[config.mk]
export PLATFORM = sky130hd
export DESIGN_NAME = mss_head_table
export DESIGN_NICKNAME = d
export VERILOG_FILES = /design/src/hw/rtl/mss_head_table.sv
export SDC_FILE = /design/constraint.sdc
export NUM_CORES = 1
export LEC_CHECK = 0
export BUFFER_PORTS_ARGS = -buffer_cell sky130_fd_sc_hd__buf_2
export CORE_ASPECT_RATIO = 2
export CORE_MARGIN = 2
export CORE_UTILIZATION = 45
export DETAILED_ROUTE_END_ITERATION = 8
export RECOVER_POWER = 25
export SETUP_SLACK_MARGIN = 0.5
export SYNTH_ARGS = -nofsm -noshare
export SYNTH_HDL_FRONTEND = slang
export SYNTH_SLANG_ARGS = --single-unit
[constraint.sdc]
create_clock -name clk -period 1.7 [get_ports clk]
set_input_delay 0.17 -clock clk [delete_from_list [all_inputs] [get_ports clk]]
set_output_delay 0.17 -clock clk [all_outputs]
set_load 0.02 [all_outputs]
[src/hw/rtl/mss_head_table.sv]
// Head table: top slot and empty mark per stack, two write ports, one read port.
module mss_head_table #(
	parameter int DEPTH = 16,
	parameter int SW = 8,
	localparam int IW = (DEPTH > 1) ? $clog2(DEPTH) : 1
) (
	input  logic          clk,
	input  logic          arst_n,
	input  logic [IW-1:0] rd_idx,
	output logic [SW-1:0] rd_slot,
	output logic          rd_valid,
	// Port A: push, always marks the stack non-empty; wins over port B
	input  logic          a_en,
	input  logic [IW-1:0] a_idx,
	input  logic [SW-1:0] a_slot,
	// Port B: pop relink, takes the empty mark from the link word
	input  logic          b_en,
	input  logic [IW-1:0] b_idx,
	input  logic [SW-1:0] b_slot,
	input  logic          b_valid
);

	logic [SW-1:0] slot_q  [DEPTH];
	logic [DEPTH-1:0] valid_q;

	assign rd_slot  = slot_q[rd_idx];
	assign rd_valid = valid_q[rd_idx];

	// Update head slots; port A is applied last so it wins on the same stack
	always_ff @(posedge clk) begin
		if (b_en) begin
			slot_q[b_idx] <= b_slot;
		end
		if (a_en) begin
			slot_q[a_idx] <= a_slot;
		end
	end

	// Update empty marks; reset marks every stack empty
	always_ff @(posedge clk or negedge arst_n) begin
		if (!arst_n) begin
			valid_q <= '0;
		end else begin
			if (b_en) begin
				valid_q[b_idx] <= b_valid;
			end
			if (a_en) begin
				valid_q[a_idx] <= 1'b1;
			end
		end
	end

endmodule

* Word-level counts from Yosys, hierarchy flattened
Memory sizes are Yosys's and may differ from the RTL's. Cells that the tools add are included.
Operators by class: order comparisons 5, multiplexer cells 13, bitwise logic cells 1, reductions and logical operators 2
Operators with widths (number):
- $mux 16 | 2
- $bwmux 16 | 1
- $or 16x16->16 | 1
- $lt 4x5->1 const B | 3
- $demux 1 s4 | 2
- $ge 4x1->1 const B | 2
- $mux 1 | 7
- $bmux 1 s4 | 1
- $logic_and 1x1->1 | 2
Word-level totals: register bits after elaboration 16, bits in writable memories 128, input bits 33, output and inout bits 9, logic and storage cells 23, memories kept 1
Memory list:
- slot_q | words 16, bits a word 8, rd ports 1, clocked after Yosys merged registers in 0, write ports 2, line 23 | logic [SW-1:0] slot_q [DEPTH];

* Logic depth before layout (Yosys ltp)
Gate-level depths: netlist (run 1).
word-level depth 8, depth in mapped cells 5, depth with buffers taken out 3

* Worst setup path before layout (run 1)
No wires, ideal clock.
path type input to register, start point input b_idx[2], end point memory slot_q[3][0] (enable), setup time 0.384 ns, arrival 1.404 ns, required time 1.316 ns, slack -0.088 ns, cell stages on the path 3, path buffers 1, cells stage by stage or3b_2 clkbuf_1 o21ai_0
RTL lines:
- start, declared | line 18 | input logic [IW-1:0] b_idx,
- end, declared | line 23

* Final worst setup path (run 1)
start point memory slot_q[0][2], end point output rd_slot[2]
Between the ends: longest elaborated chain between the ends 1
RTL lines:
- $mem_v2 16x8
- end, declared | line 10 | output logic [SW-1:0] rd_slot,
No other way between the ends.

==> run_results.csv, run 1 <==
group,metric,value,unit
clock_tree,clkTransAtPathRegs,0.06,ns
floorplanning,die_area,17900,sq um
setup_path,arrival,1.78,ns
drt,m1WireLength,8.00,mm
logic_synthesis,yosysTopAreaCellShare,0.508,
global_route,grt_usage,0.252,
placed_design,dpl.hpwl,14.5,mm
drt,postRouteAntennaNets,0,
clock_tree,cts_tree,"done",
placed_design,gp_congestion,0.922,
floorplanning,core,16600,sq um
clock_tree,cts.htree.levels,4,
logic_synthesis,yosysTopAreaCell,"edfxtp_1",
timing,worst_slew_pin_slew,1.22,ns
floorplanning,fp-row-count,67,
drt,first_iter_violations,276,
timing,post-route-period-util,1.15,
setup_path,max_stage_delay,0.52,ns
placed_design,placed_cell_area,8920,sq um
timing,worst_slack,-0.252,ns
global_route,grt_pass1_vias,4931,
timing,skew,0,ns
timing,maxSlewHeadroom,0.183,
power,leakage,3.36,nW
timing,holdWs,0.134,ns
power,ir_worst_vdd,826,uV
setup_path,cp_slowest_cell,"mux4_2",
logic_synthesis,syn_inst,486,
clock_tree,numCtsBuffers,17,
drt,met3_length,847,um
cells_and_area,nets,593,
logic_synthesis,synth_area_leaders,"edfxtp_1 (51%), mux2_2 (17%), mux4_2 (11%), dfrtp_1 (5.3%), mux2_4 (3.2%)",
timing,fmax,512,MHz
logic_synthesis,syn_area_per_cell,15.6,sq um
global_route,grt_max_degree,17,
logic_synthesis,synthFlopType,"edfxtp_1",
cells_and_area,antennaDiodeCount,0,
timing,setup_viol,17,
flow_run,maxCapViolations,0,
global_route,grt-ovfl-total,0,
clock_tree,cts_max_path_buffers,2,
logic_synthesis,synth.most_common_cell,"edfxtp_1",
drt,drc_errors,0,
setup_path,critical_path_required,1.53,ns
drt,routed_wl,21.4,mm
logic_synthesis,syn_area,7560,sq um
cells_and_area,final_cells,780,
global_route,antenna_found_initial,0,
clock_tree,cts_num_sinks,144,
placed_design,dp_cells,746,
setup_path,start_kind,"register",
logic_synthesis,yosys-top-cells-count,"edfxtp_1 (128), mux2_2 (112), mux4_2 (36)",
timing,tns,-3.35,ns
setup_path,crit_chain,"mux4_2 -> a22oi_2 -> buf_4 -> nand2_2 -> buf_6",
cells_and_area,fillers,1353,
hold_path,hp-class,"in2reg",
floorplanning,die_w,95.7,um
global_route,grt_pass1_wl,31.5,mm
setup_path,worst-path-max-fanout,1,
logic_synthesis,ys_types,35,
logic_synthesis,async_flop_share,0.111,
clock_tree,insertion_delay,0.41,ns
cells_and_area,syn2layout_area_growth,24.6,%
logic_synthesis,yosys_warnings,0,
placed_design,io_buffers,41,
cells_and_area,fin_util,0.568,
floorplanning,die-height,187,um
logic_synthesis,synth_seq_cells,144,
drt,wl_per_cell,27.5,um
timing,drv_slew,0,
timing,hold_viol,0,
floorplanning,start_util,0.456,
cells_and_area,layout-drive-gt1-share,0.579,
drt,vias_per_cell,6.02,
timing,period_needed,1.95,ns
drt,dr_wl_met2,12.1,mm
clock_tree,root_buffer,"clkbuf_16",
logic_synthesis,synth_edf_count,128,
cells_and_area,final_area,9420,sq um
setup_path,worst-setup-path-type,"reg2out",
logic_synthesis,syn-num-nets,519,
drt,top_layer,"met4",
drt,num_vias,4692,
power,powerDensity,967,nW/um^2
status,outcome,"complete, but fails checks",
setup_path,cp-end-kind,"primary output",
drt,drt_pass1_iterations,4,
timing,rsz0062_at_grt,"true",
logic_synthesis,seq_area_frac_synth,0.561,
status,violations,"negative setup slack",
floorplanning,num_io_pins,42,
==> layout make-up <==
type,count,area (sq um),share of cell area
repair buffers,97,835,0.0886
flip-flops and latches,144,4240,0.450
clock inverters,14,154,0.0163
well taps,207,259,0.0275
clock buffers,18,429,0.0455
multi-input cells,300,3500,0.372
==> stage by stage <==
stage	setup WS (ns)	total power [mW]
after global placement	-0.128	5.44
after CTS	-0.279	9.16
after floorplan	0.253	5.03
after global routing	-0.316	9.42
after detailed placement	-0.129	5.46
final	-0.252	9.12
==> power by group <==
| group | leakage, nW | total (mW) | switching [mW] | internal [mW] |
|---|---|---|---|---|
| Clock | 0.280 | 3.72 | 1.54 | 2.18 |
| Sequential | 1.34 | 4.16 | 0.0756 | 4.08 |
| Combinational | 1.74 | 1.24 | 0.643 | 0.597 |
==> cell usage in the layout, fill, tap and decap left out, drive strengths merged, types with 2 or more instances in the layout <==
master / synthesis / routed
buf: 13 / 85
nand2: 17 / 17
bufinv: 0 / 2
clkinv: 0 / 5
nand4: 4 / 4
nand3: 17 / 17
a22oi: 18 / 18
nor3b: 2 / 2
o22ai: 12 / 12
nand2b: 4 / 4
clkinvlp: 0 / 2
nor2: 9 / 9
edfxtp: 128 / 128
dfrtp: 16 / 16
and3b: 2 / 2
nor3: 6 / 6
o21ai: 19 / 19
a21oi: 6 / 6
clkbuf: 29 / 29
or3: 2 / 2
mux4: 36 / 36
nor2b: 6 / 6
inv: 0 / 5
mux2: 128 / 128
nand3b: 5 / 5
and3: 3 / 3
==> registers in the layout (all words and copies together), names as in the netlist <==
register and flops:
slot_q 128, valid_q 16
==> metal layers <==
layer	track usage	vias up
li1	-	2088
met1	0.284	2444
met4	0.0786	0
met2	0.458	125
met5	0	-
met3	0.0552	35
==> logic make-up (layout without fill, tap and decap cells) <==
logic type      Yosys count  after routing  share of synthesized area
mux                     164            164                      0.306
flops                   144            144                      0.561
simple gates             80             80                     0.0635
compound gates           56             56                     0.0453
buf+inv                  42            129                     0.0245
==> worst max-delay path, delay by kind of cell, from the launching register on <==
kind                   cells  cell delay, ns
and+or+nand+nor            1            0.04
muxes                      1            0.52
DFF                        1            0.37
buffers and inverters      2            0.26
AOI/OAI and AO/OA          1            0.17
==> final timing paths <==
path	to	cells past startpoint	slack, ns	start
hold / removal	valid_q[3]	3	0.13	b_idx[0]
setup / recovery	rd_slot[2]	5	-0.25	slot_q[0][2]
hold reg to reg	valid_q[0]	2	0.53	valid_q[0]
min in group asynchronous	valid_q[10]	2	0.42	arst_n
setup reg to reg	valid_q[11]	2	0.95	valid_q[11]
max in group asynchronous	valid_q[8]	2	0.70	arst_n
==> timing repair <==
action / CTS / global route
hold endpoints to repair: 16 / 0
hold buffers: 1 / 0
setup buffers: 0 / 1
endpoints found under the setup margin: 43 / 26
gates resized for setup: 5 / 12
pin swaps: 2 / 2
Note: power is estimated with default switching activity, not from simulation.
==> run 2: changes to the inputs <==
--- a/config.mk
+++ b/config.mk
@@ -10,6 +10,7 @@
 export CORE_MARGIN = 2
 export CORE_UTILIZATION = 45
 export DETAILED_ROUTE_END_ITERATION = 8
+export PLACE_DENSITY = 0.71
 export RECOVER_POWER = 25
 export SETUP_SLACK_MARGIN = 0.5
 export SYNTH_ARGS = -nofsm -noshare
==> run_results.csv, run 2 (synthesized netlist as in run 1, its figures left out) <==
group,metric,value,unit
clock_tree,cts.htree.levels,4,
global_route,grt_usage,0.235,
global_route,grt-ovfl-total,0,
cells_and_area,largest_reg_flops,128,
floorplanning,die_area,17900,sq um
floorplanning,num_io_pins,42,
setup_path,worst-setup-path-type,"reg2out",
floorplanning,fp-row-count,67,
timing,period_needed,2.00,ns
cells_and_area,final_common_cell,"edfxtp_1",
cells_and_area,largest-register,"slot_q",
drt,num_vias,4786,
drt,postRouteAntennaNets,0,
clock_tree,clkTransAtPathRegs,0.06,ns
timing,hold_viol,0,
clock_tree,cts_max_path_buffers,2,
cells_and_area,nets,587,
setup_path,r2r_setup_slack,0.96,ns
setup_path,critical_path_required,1.53,ns
cells_and_area,antennaDiodeCount,0,
floorplanning,start_util,0.456,
clock_tree,root_buffer,"clkbuf_16",
placed_design,io_buffers,41,
flow_run,maxCapViolations,0,
setup_path,worst-path-max-fanout,1,
timing,holdWs,0.171,ns
global_route,grt_pass1_wl,30.3,mm
floorplanning,core,16600,sq um
setup_path,cp-end-kind,"primary output",
power,power.total,9.49,mW
cells_and_area,layout-drive-gt1-share,0.582,
setup_path,crit_chain,"mux4_2 -> a22oi_2 -> nand2_2 -> buf_6",
cells_and_area,most-common-layout-cells,"edfxtp_1 (128), mux2_2 (84), mux2_4 (44), mux4_2 (36), buf_2 (28)",
cells_and_area,fillers,1278,
floorplanning,die-height,187,um
setup_path,cp_slowest_cell,"mux4_2",
drt,drc_errors,0,
placed_design,pre_cts_slack,-0.107,ns
clock_tree,cts_num_sinks,144,
drt,vias_per_cell,6.18,
timing,drv_slew,0,
timing,rsz0062_at_grt,"true",
clock_tree,numCtsBuffers,17,
setup_path,timing.critical_path.buf_inv,1,
floorplanning,die_w,95.7,um
global_route,grt_pass1_vias,4966,
timing,fmax,500,MHz
timing,post-route-period-util,1.18,
cells_and_area,syn2layout_area_growth,25.2,%
drt,wl_per_cell,25.9,um
status,outcome,"complete, but fails checks",
setup_path,arrival,1.83,ns
placed_design,gp_congestion,0.948,
setup_path,start_kind,"register",
timing,skew,0,ns
timing,setup_viol,9,
clock_tree,insertion_delay,0.42,ns
cells_and_area,final_cells,774,
placed_design,dpl.hpwl,13.3,mm
status,violations,"negative setup slack",
drt,routed_wl,20.0,mm
drt,drt_pass1_iterations,5,
hold_path,hp-class,"in2reg",
clock_tree,cts_tree,"done",
placed_design,dp_cells,737,
drt,first_iter_violations,415,
cells_and_area,top_regs,"slot_q x128, valid_q x16",
cells_and_area,fin_util,0.570,
global_route,grt_max_degree,22,
power,leakage,3.33,nW
timing,worst_slew_pin_slew,0.898,ns
setup_path,max_stage_delay,0.51,ns
power,powerDensity,1000,nW/um^2
timing,maxSlewHeadroom,0.402,
timing,worst_slack,-0.299,ns
setup_path,path_delay_family,"multiplexers",
global_route,antenna_found_initial,0,
power,ir_worst_vdd,743,uV
-- run 2: cell types whose count changed in the layout (fill, tap and decap cells not counted), sizes merged --
cell and delta:
buf -8, clkinv -4, bufinv +2, inv +3
clkbuf +1
-- run 2: worst reg2reg max path, stage by stage, from the launching register on --
cell and delay, ns:
dfrtp_1 0.40, a21oi_1 0.14, o22ai_1 0.08
-- run 2: power by group --
part           total (mW)  switching [mW]  internal, mW
Clock                4.08            1.56          2.51
Sequential           4.16          0.0807          4.08
Combinational        1.25           0.639         0.611
Total                9.49            2.28          7.20
-- run 2: what timing repair did --
item                                    4_1_cts  5_1_grt
pin swaps                                     8        3
resized for setup                            14       12
endpoints found under the setup margin       21       40
hold buffers                                  1        0
hold endpoints to repair                     16        0
buffers inserted                              3        1
-- run 2: area by class of cell --
class                      count  area (sq um)  share of cell area
multi-input combinational    300          3500               0.370
sequential                   144          4240               0.448
clock buffer                  17           425              0.0449
clock inverter                15           221              0.0234
timing repair buffer          91           816              0.0862
tap                          207           259              0.0274
-- run 2: final timing paths --
kind                                    from     endpoint  depth (start not counted)
min in group asynchronous             arst_n   valid_q[5]                          2
worst max register to register    valid_q[5]   valid_q[5]                          2
max in group asynchronous             arst_n  valid_q[11]                          2
worst max-delay path            slot_q[0][4]   rd_slot[4]                          4
worst min register to register    valid_q[2]   valid_q[2]                          2
worst min-delay path                 b_valid   valid_q[2]                          3
-- run 2: stage by stage --
step	TNS (ns)	cell area [sq um]
2_1_floorplan	0	8070
3_3_place_gp	-0.620	8780
3_5_place_dp	-0.740	8780
4_1_cts	-2.29	9540
5_1_grt	-2.39	9470
6_report	-1.99	9470
-- run 2: routing by layer --
layer  track usage  wire length [um]
met1         0.300              7810
met2         0.408             11000
met3        0.0338               882
met4        0.0659               377
met5             0                 0
